File: config.mk
export PLATFORM = sky130hd
export DESIGN_NAME = ultrasonic_ranger_park_detect_flat
export DESIGN_NICKNAME = d
export VERILOG_FILES = /design/src/hw/rtl/urpd_pkg.sv /design/src/hw/rtl/urpd_in_if.sv /design/src/hw/rtl/urpd_out_if.sv /design/src/hw/rtl/urpd_ram.sv /design/src/hw/rtl/urpd_mod.sv /design/src/hw/rtl/ultrasonic_ranger_park_detect.sv /design/src/flat_wrapper.sv
export SDC_FILE = /design/constraint.sdc
export NUM_CORES = 1
export LEC_CHECK = 0
export CAP_MARGIN = 20
export CELL_PAD_IN_SITES_DETAIL_PLACEMENT = 0
export CELL_PAD_IN_SITES_GLOBAL_PLACEMENT = 1
export CORE_ASPECT_RATIO = 0.5
export CORE_UTILIZATION = 40
export DETAILED_ROUTE_END_ITERATION = 6
export DONT_BUFFER_PORTS = 1
export GPL_TIMING_DRIVEN = 0
export PLACE_DENSITY_LB_ADDON = 0.1
export SYNTH_ARGS = -nofsm -noshare
export SYNTH_HDL_FRONTEND = slang
export SYNTH_SLANG_ARGS = --single-unit
File: constraint.sdc
create_clock -name i_clk -period 13.9 [get_ports i_clk]
set_clock_uncertainty 0.1 [all_clocks]
set_input_delay 0.695 -clock i_clk [delete_from_list [all_inputs] [get_ports i_clk]]
set_output_delay 0.695 -clock i_clk [all_outputs]
set_load 0.02 [all_outputs]
File: src/hw/rtl/urpd_pkg.sv
// Shared types and constants for the ultrasonic ranger with park detection.
// Used by the result channel interface, the remainder unit and the top level.
package urpd_pkg;

    localparam int TICK_W = 14;
    localparam int CM_W   = 12;

    // Lag between the two distances that give the speed, and the ring depth.
    localparam int LAG        = 10;
    localparam int RING_DEPTH = 16;
    localparam int RING_AW    = (RING_DEPTH > 1) ? $clog2(RING_DEPTH) : 1;
    localparam int LAG_MOD    = LAG % RING_DEPTH;

    // Register reset values.
    localparam logic [TICK_W-1:0] PERIOD_RST = 14'd10000;
    localparam logic [CM_W-1:0]   NEAR_RST   = 12'd10;
    localparam logic [CM_W-1:0]   FAR_RST    = 12'd50;
    localparam logic [CM_W-1:0]   SPEED_RST  = 12'd1;

    // Smallest period that behaves as written; lower settings act as this.
    localparam logic [TICK_W-1:0] PERIOD_MIN = 14'd3;

    // Distance is interval * 17 / 100; the divide by 100 is a multiply by
    // ceil(2^26 / 100) and a shift, exact for every 19-bit product.
    localparam int                RECIP_SHIFT = 26;
    localparam logic [19:0]       RECIP_MUL   = 20'd671089;
    localparam int                SCALED_W    = TICK_W + 5;
    localparam int                PROD_W      = SCALED_W + 20;

    localparam int CFG_IDX_W  = 2;
    localparam int CFG_DATA_W = TICK_W;

    typedef enum logic [CFG_IDX_W-1:0] {
        CFG_PERIOD = 2'd0,
        CFG_NEAR   = 2'd1,
        CFG_FAR    = 2'd2,
        CFG_SPEED  = 2'd3
    } t_cfg_idx;

    typedef enum logic [1:0] {
        MOD_IDLE,
        MOD_RUN,
        MOD_HOLD
    } t_mod_state;

    typedef struct packed {
        logic busy;
        logic done;
    } t_mod_stat;

endpackage

File: src/hw/rtl/urpd_in_if.sv
// Input channel of the ranger: one transfer per 10 us tick.
// Depends on nothing beyond valid/ready handshake conventions.
interface urpd_in_if;
    logic valid;
    logic ready;
    logic echo_level;

    modport source (output valid, output echo_level, input ready);
    modport sink   (input valid, input echo_level, output ready);
endinterface

File: src/hw/rtl/urpd_out_if.sv
// Result channel of the ranger: one transfer per accepted tick.
// Field widths come from urpd_pkg.
interface urpd_out_if;
    logic                      valid;
    logic                      ready;
    logic                      trigger_level;
    logic                      measure_done;
    logic [urpd_pkg::CM_W-1:0] distance_cm;
    logic [urpd_pkg::CM_W-1:0] speed_cm;
    logic                      parked;
    logic                      unparked;

    modport source (output valid, output trigger_level, output measure_done,
                    output distance_cm, output speed_cm, output parked,
                    output unparked, input ready);
    modport sink   (input valid, input trigger_level, input measure_done,
                    input distance_cm, input speed_cm, input parked,
                    input unparked, output ready);
endinterface

File: src/hw/rtl/urpd_ram.sv
// Generic single-clock RAM: one write port, one read port, registered read.
// Stand-alone; no package dependency.
module urpd_ram #(
    parameter int WIDTH = 12,
    parameter int DEPTH = 16
) (
    input  logic                                   i_clk,
    input  logic                                   i_we,
    input  logic [((DEPTH > 1) ? $clog2(DEPTH) : 1)-1:0] i_waddr,
    input  logic [WIDTH-1:0]                       i_wdata,
    input  logic                                   i_re,
    input  logic [((DEPTH > 1) ? $clog2(DEPTH) : 1)-1:0] i_raddr,
    output logic [WIDTH-1:0]                       o_rdata
);
    logic [WIDTH-1:0] r_mem [DEPTH];
    logic [WIDTH-1:0] r_rdata;

    always_ff @(posedge i_clk) begin
        if (i_we) begin
            r_mem[i_waddr] <= i_wdata;
        end
        if (i_re) begin
            r_rdata <= r_mem[i_raddr];
        end
    end

    assign o_rdata = r_rdata;
endmodule

File: src/hw/rtl/urpd_mod.sv
// Bit-serial remainder unit: 32-bit dividend modulo a 14-bit divisor.
// Depends on urpd_pkg for the state type and status struct.
module urpd_mod (
    input  logic                        i_clk,
    input  logic                        i_rst_n,
    input  logic                        i_start,
    input  logic [31:0]                 i_dividend,
    input  logic [urpd_pkg::TICK_W-1:0] i_divisor,
    input  logic                        i_take,
    output urpd_pkg::t_mod_stat         o_stat,
    output logic [urpd_pkg::TICK_W-1:0] o_rem
);
    urpd_pkg::t_mod_state r_state, n_state;
    logic [4:0]                  r_cnt;
    logic [31:0]                 r_dvd;
    logic [urpd_pkg::TICK_W-1:0] r_rem;
    logic [urpd_pkg::TICK_W-1:0] r_div;
    logic [urpd_pkg::TICK_W:0]   c_trial;
    logic                        c_ge;
    logic [urpd_pkg::TICK_W-1:0] n_rem;

    // One restoring step: the partial remainder stays below the divisor.
    always_comb begin
        c_trial = {r_rem, r_dvd[31]};
        c_ge    = (c_trial >= {1'b0, r_div});
        n_rem   = c_ge ? urpd_pkg::TICK_W'(c_trial - {1'b0, r_div})
                       : c_trial[urpd_pkg::TICK_W-1:0];
    end

    always_comb begin
        n_state = r_state;
        case (r_state)
            urpd_pkg::MOD_IDLE: if (i_start) n_state = urpd_pkg::MOD_RUN;
            urpd_pkg::MOD_RUN:  if (r_cnt == 5'd0) n_state = urpd_pkg::MOD_HOLD;
            urpd_pkg::MOD_HOLD: if (i_take) n_state = urpd_pkg::MOD_IDLE;
            default:            n_state = urpd_pkg::MOD_IDLE;
        endcase
    end

    always_comb begin
        o_stat.busy = (r_state != urpd_pkg::MOD_IDLE);
        o_stat.done = (r_state == urpd_pkg::MOD_HOLD);
        o_rem       = r_rem;
    end

    always_ff @(posedge i_clk) begin
        if (!i_rst_n) begin
            r_state <= urpd_pkg::MOD_IDLE;
        end else begin
            r_state <= n_state;
        end
    end

    always_ff @(posedge i_clk) begin
        if (r_state == urpd_pkg::MOD_IDLE && i_start) begin
            r_dvd <= i_dividend;
            r_div <= i_divisor;
            r_rem <= '0;
            r_cnt <= 5'd31;
        end else if (r_state == urpd_pkg::MOD_RUN) begin
            r_dvd <= {r_dvd[30:0], 1'b0};
            r_rem <= n_rem;
            r_cnt <= r_cnt - 5'd1;
        end
    end
endmodule

File: src/hw/rtl/ultrasonic_ranger_park_detect.sv
// Ultrasonic ranger with park detection: top level.
// Depends on urpd_pkg, urpd_in_if, urpd_out_if, urpd_ram and urpd_mod.
//
// The block takes one tick transfer per clock unless the result side or the
// remainder unit stalls it, and returns one result per tick through the stage
// B, stage C and output registers. The trigger counter and echo edge logic act
// in the accept cycle, the distance multiply follows, and the last stage reads
// and writes the 16-entry distance ring, a one-port-read RAM whose read for a
// measurement is issued as it enters stage C, with forwarding when the previous
// measurement writes the same entry. Ring entries carry valid flags that reset
// clears, so there is no clearing pass. While the tick count and the echo start
// both stay below the period, no tick waits on the remainder unit. After the
// period is lowered below a count already latched, a falling echo edge can need
// a full remainder, computed bit by bit; no tick is accepted during that time.
module ultrasonic_ranger_park_detect (
    input  logic                            i_clk,
    input  logic                            i_rst_n,
    urpd_in_if.sink                         i_tick,
    urpd_out_if.source                      o_res,
    input  logic                            i_cfg_we,
    input  logic [urpd_pkg::CFG_IDX_W-1:0]  i_cfg_idx,
    input  logic [urpd_pkg::CFG_DATA_W-1:0] i_cfg_data
);
    localparam int TW = urpd_pkg::TICK_W;
    localparam int CW = urpd_pkg::CM_W;
    localparam int AW = urpd_pkg::RING_AW;

    // Configuration.
    logic [TW-1:0] r_period;
    logic [CW-1:0] r_near;
    logic [CW-1:0] r_far;
    logic [CW-1:0] r_speed_lim;

    // Tick state.
    logic [TW-1:0] r_tick;
    logic          r_trig;
    logic          r_echo_last;
    logic [TW-1:0] r_start;
    logic [AW-1:0] r_ptr;
    logic [CW-1:0] r_last_dist;
    logic [CW-1:0] r_last_speed;
    logic [urpd_pkg::RING_DEPTH-1:0] r_ring_vld;

    // Pipeline stages.
    logic          r_b_valid, r_b_done, r_b_trig;
    logic [TW-1:0] r_b_int;
    logic          r_c_valid, r_c_done, r_c_trig;
    logic [CW-1:0] r_c_dist;
    logic [AW-1:0] r_c_ptr;
    logic          r_c_fwd, r_c_old_vld;
    logic [CW-1:0] r_c_fwd_dist;
    logic          r_m_trig;
    logic          r_o_valid, r_o_trig, r_o_done, r_o_parked, r_o_unparked;
    logic [CW-1:0] r_o_dist, r_o_speed;

    // Accept-cycle logic.
    logic          in_fire, rdy_b, rdy_c, rdy_o, mv_bc, mv_co;
    logic [TW-1:0] c_p_eff, c_cnt1, n_tick;
    logic          n_trig, c_rise, c_fall;
    logic [TW-1:0] c_a, c_s, c_fast_int;
    logic [TW:0]   c_two_p;
    logic          c_fast;
    logic [31:0]   c_slow_val;
    logic          mod_start, mod_take;
    urpd_pkg::t_mod_stat     mod_stat;
    logic [TW-1:0] mod_rem;

    // Distance and ring logic.
    logic [urpd_pkg::SCALED_W-1:0] c_scaled;
    logic [urpd_pkg::PROD_W-1:0]   c_prod;
    logic [CW-1:0] c_dist_b;
    logic [AW-1:0] c_back, c_ptr_next;
    logic          c_fwd;
    logic [CW-1:0] ram_rdata, c_old, c_diff, c_new_dist, c_new_speed;
    logic          ram_we, ram_re;

    assign rdy_o   = !r_o_valid || o_res.ready;
    assign rdy_c   = !r_c_valid || rdy_o;
    assign rdy_b   = !r_b_valid || rdy_c;
    assign mv_bc   = r_b_valid && rdy_c;
    assign mv_co   = r_c_valid && rdy_o;
    assign i_tick.ready = rdy_b && !mod_stat.busy;
    assign in_fire = i_tick.valid && i_tick.ready;

    // Counter, trigger and echo edges for the tick being accepted.
    always_comb begin
        c_p_eff = (r_period < urpd_pkg::PERIOD_MIN) ? urpd_pkg::PERIOD_MIN : r_period;
        c_cnt1  = r_tick + TW'(1);
        n_tick  = c_cnt1;
        n_trig  = r_trig;
        if (c_cnt1 == TW'(1)) begin
            n_trig = 1'b1;
        end else if (c_cnt1 == TW'(2)) begin
            n_trig = 1'b0;
        end else if (c_cnt1 >= r_period) begin
            n_tick = '0;
        end
        c_rise = i_tick.echo_level && !r_echo_last;
        c_fall = !i_tick.echo_level && r_echo_last;
    end

    // Interval modulo the period. The usual cases settle with one compare and
    // subtract; the rest, such as a wrap past one period, go to the remainder unit.
    always_comb begin
        c_a        = n_tick - r_start;
        c_s        = r_start - n_tick;
        c_two_p    = {c_p_eff, 1'b0};
        c_fast     = 1'b1;
        c_fast_int = '0;
        c_slow_val = '0;
        if (n_tick >= r_start) begin
            c_slow_val = 32'(c_a);
            if (c_a < c_p_eff) begin
                c_fast_int = c_a;
            end else if ({1'b0, c_a} < c_two_p) begin
                c_fast_int = c_a - c_p_eff;
            end else begin
                c_fast = 1'b0;
            end
        end else if (c_s <= c_p_eff) begin
            c_fast_int = c_p_eff - c_s;
        end else begin
            c_fast     = 1'b0;
            c_slow_val = 32'd0 - 32'(c_s - c_p_eff);
        end
    end

    assign mod_start = in_fire && c_fall && !c_fast;
    assign mod_take  = mod_stat.done && rdy_b;

    urpd_mod u_mod (
        .i_clk      (i_clk),
        .i_rst_n    (i_rst_n),
        .i_start    (mod_start),
        .i_dividend (c_slow_val),
        .i_divisor  (c_p_eff),
        .i_take     (mod_take),
        .o_stat     (mod_stat),
        .o_rem      (mod_rem)
    );

    // Stage B: scale by 17 and divide by 100 through the reciprocal.
    always_comb begin
        c_scaled = {1'b0, r_b_int, 4'b0} + urpd_pkg::SCALED_W'(r_b_int);
        c_prod   = urpd_pkg::PROD_W'(c_scaled) * urpd_pkg::PROD_W'(urpd_pkg::RECIP_MUL);
        c_dist_b = c_prod[urpd_pkg::RECIP_SHIFT +: CW];
        c_back   = (r_ptr >= AW'(urpd_pkg::LAG_MOD))
                 ? AW'(r_ptr - AW'(urpd_pkg::LAG_MOD))
                 : AW'(r_ptr + AW'(urpd_pkg::RING_DEPTH - urpd_pkg::LAG_MOD));
        c_ptr_next = (r_ptr == AW'(urpd_pkg::RING_DEPTH - 1)) ? '0 : r_ptr + AW'(1);
        // The measurement leaving stage C writes in this same cycle.
        c_fwd    = mv_co && r_c_done && (r_c_ptr == c_back);
    end

    assign ram_re = mv_bc && r_b_done;
    assign ram_we = mv_co && r_c_done;

    urpd_ram #(
        .WIDTH (CW),
        .DEPTH (urpd_pkg::RING_DEPTH)
    ) u_ring (
        .i_clk   (i_clk),
        .i_we    (ram_we),
        .i_waddr (r_c_ptr),
        .i_wdata (r_c_dist),
        .i_re    (ram_re),
        .i_raddr (c_back),
        .o_rdata (ram_rdata)
    );

    // Stage C: speed against the lagged distance, then the flags.
    always_comb begin
        c_old = r_c_fwd ? r_c_fwd_dist : (r_c_old_vld ? ram_rdata : '0);
        c_diff = (r_c_dist >= c_old) ? r_c_dist - c_old : c_old - r_c_dist;
        c_new_dist  = r_c_done ? r_c_dist : r_last_dist;
        c_new_speed = r_c_done ? c_diff : r_last_speed;
    end

    always_ff @(posedge i_clk) begin
        if (!i_rst_n) begin
            r_period    <= urpd_pkg::PERIOD_RST;
            r_near      <= urpd_pkg::NEAR_RST;
            r_far       <= urpd_pkg::FAR_RST;
            r_speed_lim <= urpd_pkg::SPEED_RST;
        end else if (i_cfg_we) begin
            case (i_cfg_idx)
                urpd_pkg::CFG_PERIOD: r_period    <= i_cfg_data[TW-1:0];
                urpd_pkg::CFG_NEAR:   r_near      <= i_cfg_data[CW-1:0];
                urpd_pkg::CFG_FAR:    r_far       <= i_cfg_data[CW-1:0];
                urpd_pkg::CFG_SPEED:  r_speed_lim <= i_cfg_data[CW-1:0];
                default: ;
            endcase
        end
    end

    always_ff @(posedge i_clk) begin
        if (!i_rst_n) begin
            r_tick       <= '0;
            r_trig       <= 1'b0;
            r_echo_last  <= 1'b0;
            r_start      <= '0;
            r_ptr        <= '0;
            r_last_dist  <= '0;
            r_last_speed <= '0;
            r_ring_vld   <= '0;
            r_b_valid    <= 1'b0;
            r_c_valid    <= 1'b0;
            r_o_valid    <= 1'b0;
        end else begin
            if (in_fire) begin
                r_tick      <= n_tick;
                r_trig      <= n_trig;
                r_echo_last <= i_tick.echo_level;
                if (c_rise) begin
                    r_start <= n_tick;
                end
            end
            if (rdy_b) begin
                r_b_valid <= (in_fire && !mod_start) || mod_take;
            end
            if (ram_re) begin
                r_ptr <= c_ptr_next;
            end
            if (rdy_c) begin
                r_c_valid <= r_b_valid;
            end
            if (ram_we) begin
                r_ring_vld[r_c_ptr] <= 1'b1;
                r_last_dist         <= r_c_dist;
                r_last_speed        <= c_diff;
            end
            if (rdy_o) begin
                r_o_valid <= r_c_valid;
            end
        end
    end

    always_ff @(posedge i_clk) begin
        if (in_fire) begin
            r_m_trig <= n_trig;
        end
        if (rdy_b) begin
            if (mod_take) begin
                r_b_done <= 1'b1;
                r_b_trig <= r_m_trig;
                r_b_int  <= mod_rem;
            end else begin
                r_b_done <= c_fall;
                r_b_trig <= n_trig;
                r_b_int  <= c_fast_int;
            end
        end
        if (mv_bc) begin
            r_c_done     <= r_b_done;
            r_c_trig     <= r_b_trig;
            r_c_dist     <= c_dist_b;
            r_c_ptr      <= r_ptr;
            r_c_fwd      <= c_fwd;
            r_c_fwd_dist <= r_c_dist;
            r_c_old_vld  <= r_ring_vld[c_back];
        end
        if (mv_co) begin
            r_o_trig     <= r_c_trig;
            r_o_done     <= r_c_done;
            r_o_dist     <= c_new_dist;
            r_o_speed    <= c_new_speed;
            r_o_parked   <= (c_new_dist < r_near) && (c_new_speed < r_speed_lim);
            r_o_unparked <= (c_new_dist > r_far);
        end
    end

    assign o_res.valid         = r_o_valid;
    assign o_res.trigger_level = r_o_trig;
    assign o_res.measure_done  = r_o_done;
    assign o_res.distance_cm   = r_o_dist;
    assign o_res.speed_cm      = r_o_speed;
    assign o_res.parked        = r_o_parked;
    assign o_res.unparked      = r_o_unparked;

`ifndef NO_ASSERTIONS
    // No tick may enter while a measurement waits on the remainder unit.
    a_no_accept_in_mod: assert property (@(posedge i_clk) disable iff (!i_rst_n)
        mod_stat.busy |-> !in_fire)
        else $error("tick transfer accepted while remainder unit busy");

    // A forwarded lagged distance only ever belongs to a measurement.
    a_fwd_is_measure: assert property (@(posedge i_clk) disable iff (!i_rst_n)
        (r_c_valid && r_c_fwd) |-> r_c_done)
        else $error("ring forward on a tick without a measurement");

    // Every ring write leaves its entry marked valid.
    a_ring_vld_set: assert property (@(posedge i_clk) disable iff (!i_rst_n)
        ram_we |=> r_ring_vld[$past(r_c_ptr)])
        else $error("ring entry not marked valid after write");

    // The remainder handed back is already reduced below the period.
    a_mod_reduced: assert property (@(posedge i_clk) disable iff (!i_rst_n)
        (mod_take && !$past(i_cfg_we)) |-> (mod_rem < c_p_eff || $past(i_cfg_we, 2)))
        else $error("remainder not below period");
`endif
endmodule

File: src/flat_wrapper.sv
// flat-port wrapper written by rule: the top's interface ports become plain ports
module ultrasonic_ranger_park_detect_flat 
  (i_clk, i_rst_n, i_cfg_we, i_cfg_idx, i_cfg_data, i_tick_valid, i_tick_echo_level, i_tick_ready, o_res_valid, o_res_trigger_level, o_res_measure_done, o_res_distance_cm, o_res_speed_cm, o_res_parked, o_res_unparked, o_res_ready);
  urpd_in_if i_tick_i ();
  urpd_out_if o_res_i ();
  input  logic i_clk;
  input  logic i_rst_n;
  input  logic i_cfg_we;
  input  logic [urpd_pkg::CFG_IDX_W-1:0] i_cfg_idx;
  input  logic [urpd_pkg::CFG_DATA_W-1:0] i_cfg_data;
  input wire logic [$bits(i_tick_i.valid)-1:0] i_tick_valid;
  input wire logic [$bits(i_tick_i.echo_level)-1:0] i_tick_echo_level;
  output wire logic [$bits(i_tick_i.ready)-1:0] i_tick_ready;
  output wire logic [$bits(o_res_i.valid)-1:0] o_res_valid;
  output wire logic [$bits(o_res_i.trigger_level)-1:0] o_res_trigger_level;
  output wire logic [$bits(o_res_i.measure_done)-1:0] o_res_measure_done;
  output wire logic [$bits(o_res_i.distance_cm)-1:0] o_res_distance_cm;
  output wire logic [$bits(o_res_i.speed_cm)-1:0] o_res_speed_cm;
  output wire logic [$bits(o_res_i.parked)-1:0] o_res_parked;
  output wire logic [$bits(o_res_i.unparked)-1:0] o_res_unparked;
  input wire logic [$bits(o_res_i.ready)-1:0] o_res_ready;
  assign i_tick_i.valid = i_tick_valid;
  assign i_tick_i.echo_level = i_tick_echo_level;
  assign i_tick_ready = i_tick_i.ready;
  assign o_res_valid = o_res_i.valid;
  assign o_res_trigger_level = o_res_i.trigger_level;
  assign o_res_measure_done = o_res_i.measure_done;
  assign o_res_distance_cm = o_res_i.distance_cm;
  assign o_res_speed_cm = o_res_i.speed_cm;
  assign o_res_parked = o_res_i.parked;
  assign o_res_unparked = o_res_i.unparked;
  assign o_res_i.ready = o_res_ready;
  ultrasonic_ranger_park_detect u_core (.i_clk(i_clk), .i_rst_n(i_rst_n), .i_tick(i_tick_i), .o_res(o_res_i), .i_cfg_we(i_cfg_we), .i_cfg_idx(i_cfg_idx), .i_cfg_data(i_cfg_data));
endmodule
==> summary.txt, run 1 <==
Status
  – Run status: finished, final reports clean

Logic synthesis
  – Net count after synthesis: 3467
  – Top FF cell, synth: edfxtp_1
  – Post-Synthesis Cell Area: 31700 sq um
  – Gate Count Post-Synth: 2964
  – Synth Area per Inst: 10.7 sq um
  – Unique masters post-synth: 86
  – Sequential fraction of the synthesis area: 40.3%
  – Async set or reset register ratio after synthesis: 0%
  – Number of flops mapped to enable cells by yosys: 327
  – Register bit total from synthesis: 475
  – Yosys warns: 0

CTS
  – Cts repair resizes: 0
  – Hold-fix buffers, CTS: 0
  – H-tree depth: 2
  – Sink Count: 475
  – Root buf cell: clkbuf_16
  – Worst skew pair latency: 620 ps
  – Cts bufs inserted: 46
  – CTS tree: built
  – Post-CTS Setup Inserts: 0
  – Clock slew at reported path FFs: 70 ps
  – Clock tree buffer depth: 3

Setup path
  – FF-to-FF Start: u_core.r_tick[1]
  – CP Launch Type: register
  – Arrival @ worst endpoint: 10370 ps
  – Worst Path Required: 14140 ps
  – CP startpoint: u_core.r_tick[1]
  – Crit path largest cell delay: 660 ps
  – Worst r2r dst: u_core.u_mod.r_dvd[20]
  – CP Capture Type: register
  – R2r setup slk: 3770 ps
  – CP max-delay cell: nor3_1
  – Worst Setup Path Type: reg2reg
  – Worst Reg-to-Reg Cells: 36
  – CP dominant cell by count: a21oi_1
  – Critical path peak fanout: 20

Min path
  – Min-delay worst type: in2reg
  – Worst Hold Path Cells: 2
  – Min-delay src: i_cfg_data[7]
  – Hold path endpoint: u_core.r_speed_lim[7]

Detailed routing
  – Post-route ant nets: 0
  – Initial drt markers: 1341
  – Routed WL per cell: 20.8 um
  – DRT Pass-1 Iters: 5
  – Via count: 21600
  – Final WL: 85400 um
  – Drc violations: 0
  – DR vias/cell: 5.27

Die
  – Die area: 80500 sq um
  – CORE AREA: 77800 sq um
  – Die W: 400 um
  – DIE HEIGHT: 201 um
  – Rows: 72
  – I/O pin total: 52
  – Initial core utilization: 40.8%

Layout
  – Layout area overhead: 9.69%
  – Number of fill cells in the layout: 7478
  – Final core utilization: 44.7%
  – Area occupied by registers: 12800 sq um
  – Most frequent cells in the layout: inv_1 (391), ha_1 (345), edfxtp_1 (327), nand2_1 (268), a21oi_1 (182)
  – Most common cell after layout, fill and taps aside: inv_1
  – Fraction of layout instances using a drive strength above 1: 7.30%
  – Fin nets: 3534
  – Footprint of the multi-input gates: 17000 sq um
  – Final instance area: 34800 sq um

GRT
  – Largest net degree at the start of global routing: 33
  – First-pass GRT wire length: 132000 um
  – Tot GR Track Use: 21.5%
  – Grt total ovfl: 0
  – Vias in the first global route: 21800
  – Initial antenna violation count: 0

STA
  – F_max: 98.7 MHz
  – Tmin final: 10130 ps
  – Final setup violation count: 0
  – Max Slew Vio Count: 0
  – Setup TNS Final: 0 ps
  – Final worst path period share: 72.9%
  – Relative slew slack: 28.4%
  – Final Hold Viols: 0
  – Actual slew at the worst max-slew pin: 1070 ps
  – RSZ-0062 raised after global routing: false

Placed design
  – IO Port Bufs: 0
  – Gpl congestion: 0.856
  – Post-DP HPWL: 66400 um
  – DP Area: 33200 sq um

Job
  – Max-Cap Viols: 0
[cell usage after synthesis, drive strengths merged, types with 12 or more instances]
| library cell | count | share of area [%] |
|---|---|---|
| nand4 | 21 | 0.41 |
| o21bai | 16 | 0.38 |
| buf | 25 | 0.37 |
| mux4 | 65 | 4.6 |
| a21oi | 182 | 2.9 |
| nor3 | 56 | 0.92 |
| o21ai | 91 | 1.5 |
| dfxtp | 148 | 9.3 |
| a22oi | 23 | 0.54 |
| and3 | 17 | 0.34 |
| mux2i | 26 | 0.82 |
| inv | 392 | 4.6 |
| xnor2 | 85 | 2.3 |
| or3 | 16 | 0.32 |
| edfxtp | 327 | 31 |
| nand3 | 47 | 0.74 |
| clkbuf | 91 | 1.1 |
| nor4 | 12 | 0.24 |
| nor2 | 168 | 2.0 |
| xor2 | 42 | 1.2 |
| a211oi | 17 | 0.43 |
| fa | 136 | 8.6 |
| nand2 | 268 | 3.2 |
| o21a | 28 | 0.66 |
| a21o | 63 | 1.5 |
| nand2b | 17 | 0.34 |
| o211ai | 22 | 0.52 |
| mux2 | 15 | 0.53 |
| ha | 345 | 14 |
| nor2b | 29 | 0.57 |
| a31oi | 19 | 0.37 |
[stage by stage]
stage / worst slack, ps / hold slack [ps] / std cells
6_report: 3770 / 105 / 4106
5_1_grt: 2870 / 72.1 / 4105
4_1_cts: 3830 / 63.8 / 4103
3_5_place_dp: 3900 / 316 / 4017
3_3_place_gp: 3660 / 305 / 4000
2_1_floorplan: 5910 / 300 / 2964
[layout make-up]
type / instances / share of cell area [%]
Multi-Input combinational cell: 1981 / 49.0
Tap cell: 1036 / 3.72
Clock buffer: 65 / 3.71
Timing Repair Buffer: 19 / 0.554
Antenna cell: 1 / 0.00719
Inverter: 392 / 4.23
Clock inverter: 21 / 0.730
Sequential cell: 475 / 36.7
Buffer: 116 / 1.32
[routing by layer]
| layer | global-route usage (%) | vias to the layer above | routed length (um) |
|---|---|---|---|
| met5 | 0 | - | 0 |
| met2 | 33.9 | 366 | 38000 |
| met1 | 31.4 | 10600 | 42000 |
| met4 | 4.56 | 0 | 1600 |
| met3 | 2.95 | 96 | 3810 |
| li1 | - | 10500 | - |
[critical path, delay by kind of cell, from the launching register on]
kind	cells	cell delay, ps
buffers and inverters	7	2010
AND/OR/NAND/NOR	9	2020
flip-flops	1	450
XOR/XNOR	2	390
adder cells (fa/ha/maj)	5	1610
AO/OA/AOI/OAI	13	3210
[logic make-up after synthesis]
| family | after synthesis | synth area share (%) |
|---|---|---|
| flip-flops | 475 | 40.3 |
| buffers and inverters | 508 | 6.09 |
| AND/OR/NAND/NOR | 708 | 10.4 |
| XOR/XNOR | 127 | 3.51 |
| AO/OA/AOI/OAI | 559 | 11.5 |
| adder cells (fa/ha/maj) | 481 | 22.2 |
| multiplexers | 106 | 5.97 |
[registers in the layout, summed over array words and instances (netlist names), 14 cells and up]
signal and cells:
u_core.u_mod.r_dvd 32, u_core.r_start 14, u_core.u_mod.o_rem 14, u_core.r_period 14, u_core.r_tick 14, u_core.u_mod.r_div 14, u_core.r_b_int 14, u_core.r_ring_vld 16
u_core.u_ring.r_mem 192
[worst max path at each step]
stage	cells past startpoint	to
floorplan	36	u_core.u_mod.r_dvd[0]
global placement	36	u_core.u_mod.r_dvd[11]
detailed placement	36	u_core.u_mod.r_dvd[18]
CTS	36	u_core.u_mod.r_dvd[18]
global route	34	u_core.u_mod.r_dvd[17]
finish	36	u_core.u_mod.r_dvd[20]
Power of run 1 is left out: the tool's default activity adds up to more than one toggle a clock period on the data nets, which glitch-free logic cannot reach.
==> inputs of run 2 (changes only) <==
clock period = 10.26 ns   (was 13.9 ns; I/O delays follow)
==> run 2 against run 1 <==
Against the previous run:
- register-to-register slack worse by 3000 ps
- highest routed layer unchanged
- critical path type unchanged
- global-route usage up 0.065 points
- final area rose by 0.69%
- fmax grew 7.3%
- wire length up 0.42%
- non-clock buffer count increased by 20
==> summary.txt, run 2 (synthesis results as in run 1) <==
CTS
  – Cts bufs inserted: 46
  – Worst skew pair latency: 620 ps
  – H-tree depth: 2
  – Root buf cell: clkbuf_16
  – Clock tree buffer depth: 3
  – Clock slew at reported path FFs: 60 ps
  – CTS tree: built
  – Sink Count: 475

Die
  – Initial core utilization: 40.8%
  – I/O pin total: 52
  – Die area: 80500 sq um
  – Die W: 400 um
  – DIE HEIGHT: 201 um
  – Rows: 72
  – CORE AREA: 77800 sq um

STA
  – RSZ-0062 raised after global routing: false
  – Relative slew slack: 26.3%
  – F_max: 106 MHz
  – Post-route setup slack: 820 ps
  – Final worst path period share: 92.0%
  – Actual slew at the worst max-slew pin: 1100 ps
  – Tmin final: 9440 ps
  – Final setup violation count: 0
  – Setup TNS Final: 0 ps
  – Final Hold Viols: 0
  – Max Slew Vio Count: 0

Detailed routing
  – Routed WL per cell: 20.8 um
  – DR vias/cell: 5.27
  – Drc violations: 0
  – WL met1: 42400 um
  – Post-route ant nets: 0
  – Metal3 WL: 3640 um
  – Via count: 21800
  – DR top layer: met4
  – Final WL: 85800 um
  – Metal2 WL: 38100 um
  – DRT Pass-1 Iters: 6
  – Initial drt markers: 1480

Layout
  – Fin nets: 3555
  – Layout area overhead: 10.4%
  – Footprint of the multi-input gates: 17100 sq um
  – Max FFs per register: 192
  – Most frequent cells in the layout: inv_1 (390), ha_1 (345), edfxtp_1 (327), nand2_1 (268), a21oi_1 (182)
  – Most common cell after layout, fill and taps aside: inv_1
  – Largest regs: u_core.u_ring.r_mem: 192 flops, u_core.u_mod.r_dvd: 32 flops, u_core.r_ring_vld: 16 flops
  – Fraction of layout instances using a drive strength above 1: 7.48%
  – Area occupied by registers: 12800 sq um
  – Largest register by flop count: u_core.u_ring.r_mem
  – Number of fill cells in the layout: 7466

Setup path
  – Buf/Inv on CP: 2
  – Worst Reg-to-Reg Cells: 28
  – Worst Path Required: 10520 ps
  – Arrival @ worst endpoint: 9700 ps
  – R2r setup slk: 820 ps
  – CP dominant cell by count: fa_1
  – CP Launch Type: register
  – CP Capture Type: register
  – Worst r2r dst: u_core.r_c_dist[11]
  – Delay-heaviest family, CP: adder cells
  – Critical path peak fanout: 8
  – WP depth: 28
  – Crit path largest cell delay: 700 ps
  – Worst Setup Path Type: reg2reg
  – FF-to-FF Start: u_core.r_b_int[0]
  – CP max-delay cell: xor2_1

Placed design
  – Post-DP HPWL: 66400 um
  – Post-place setup slack: 260 ps
  – Gpl congestion: 0.856
  – IO Port Bufs: 0

GRT
  – Initial antenna violation count: 0
  – First-pass GRT wire length: 132000 um
  – Tot GR Track Use: 21.5%
  – Vias in the first global route: 21900
  – Largest net degree at the start of global routing: 33
  – Grt total ovfl: 0

Min path
  – Min-delay worst type: in2reg
  – Worst Hold Path Cells: 3
  – Min-delay src: i_cfg_idx[1]
  – Hold path endpoint: u_core.r_speed_lim[1]

Status
  – Run status: finished, final reports clean

Job
  – Max-Cap Viols: 0
## run 2: worst min-delay path: cells and delay by family
kind / cells / cell delay, ps
AND/OR/NAND/NOR: 2 / 150
AO/OA/AOI/OAI: 1 / 50
## run 2: layout make-up
cell class | count | area share [%]
flip-flops and latches | 475 | 36.5
clock buffers | 65 | 3.69
repair inverters | 1 | 0.0214
diodes | 1 | 0.00714
well taps | 1036 | 3.70
plain buffers | 116 | 1.32
multi-input cells | 1981 | 48.7
repair buffers | 39 | 1.11
clock inverters | 21 | 0.725
inverters | 392 | 4.21
## run 2: how the worst max path moves through the flow
stage                      start                endpoint
2_1_floorplan   u_core.r_tick[1]   u_core.u_mod.r_dvd[0]
3_3_place_gp    u_core.r_tick[1]  u_core.u_mod.r_dvd[11]
3_5_place_dp    u_core.r_tick[1]  u_core.u_mod.r_dvd[18]
4_1_cts         u_core.r_tick[1]  u_core.u_mod.r_dvd[18]
5_1_grt         u_core.r_tick[1]  u_core.u_mod.r_dvd[13]
6_report       u_core.r_b_int[0]     u_core.r_c_dist[11]
## run 2: stage by stage
step | util [%] | hold slack, ps | area (sq um) | cells
floorplan | - | 300 | 31700 | 2964
global placement | 42.4 | 305 | 33000 | 4000
detailed placement | 42.7 | 316 | 33200 | 4017
CTS | 44.9 | 2.25 | 34900 | 4120
global route | 45.0 | 57.1 | 35000 | 4126
finish | 45.0 | 49.1 | 35000 | 4127
## run 2: layer usage
| metal | vias to the layer above | global-route usage, % |
|---|---|---|
| met5 | - | 0 |
| met4 | 0 | 4.60 |
| met3 | 100 | 2.95 |
| met2 | 380 | 33.9 |
| met1 | 10700 | 31.5 |
| li1 | 10600 | - |
## run 2: timing repair
item | in CTS | in global routing
endpoints found under the hold margin | 52 | 1
hold buffers | 17 | 2
gates resized for setup | 0 | 9
setup endpoints to repair | 0 | 35
setup buffers | 0 | 1
Power of run 2 is left out for the same reason.
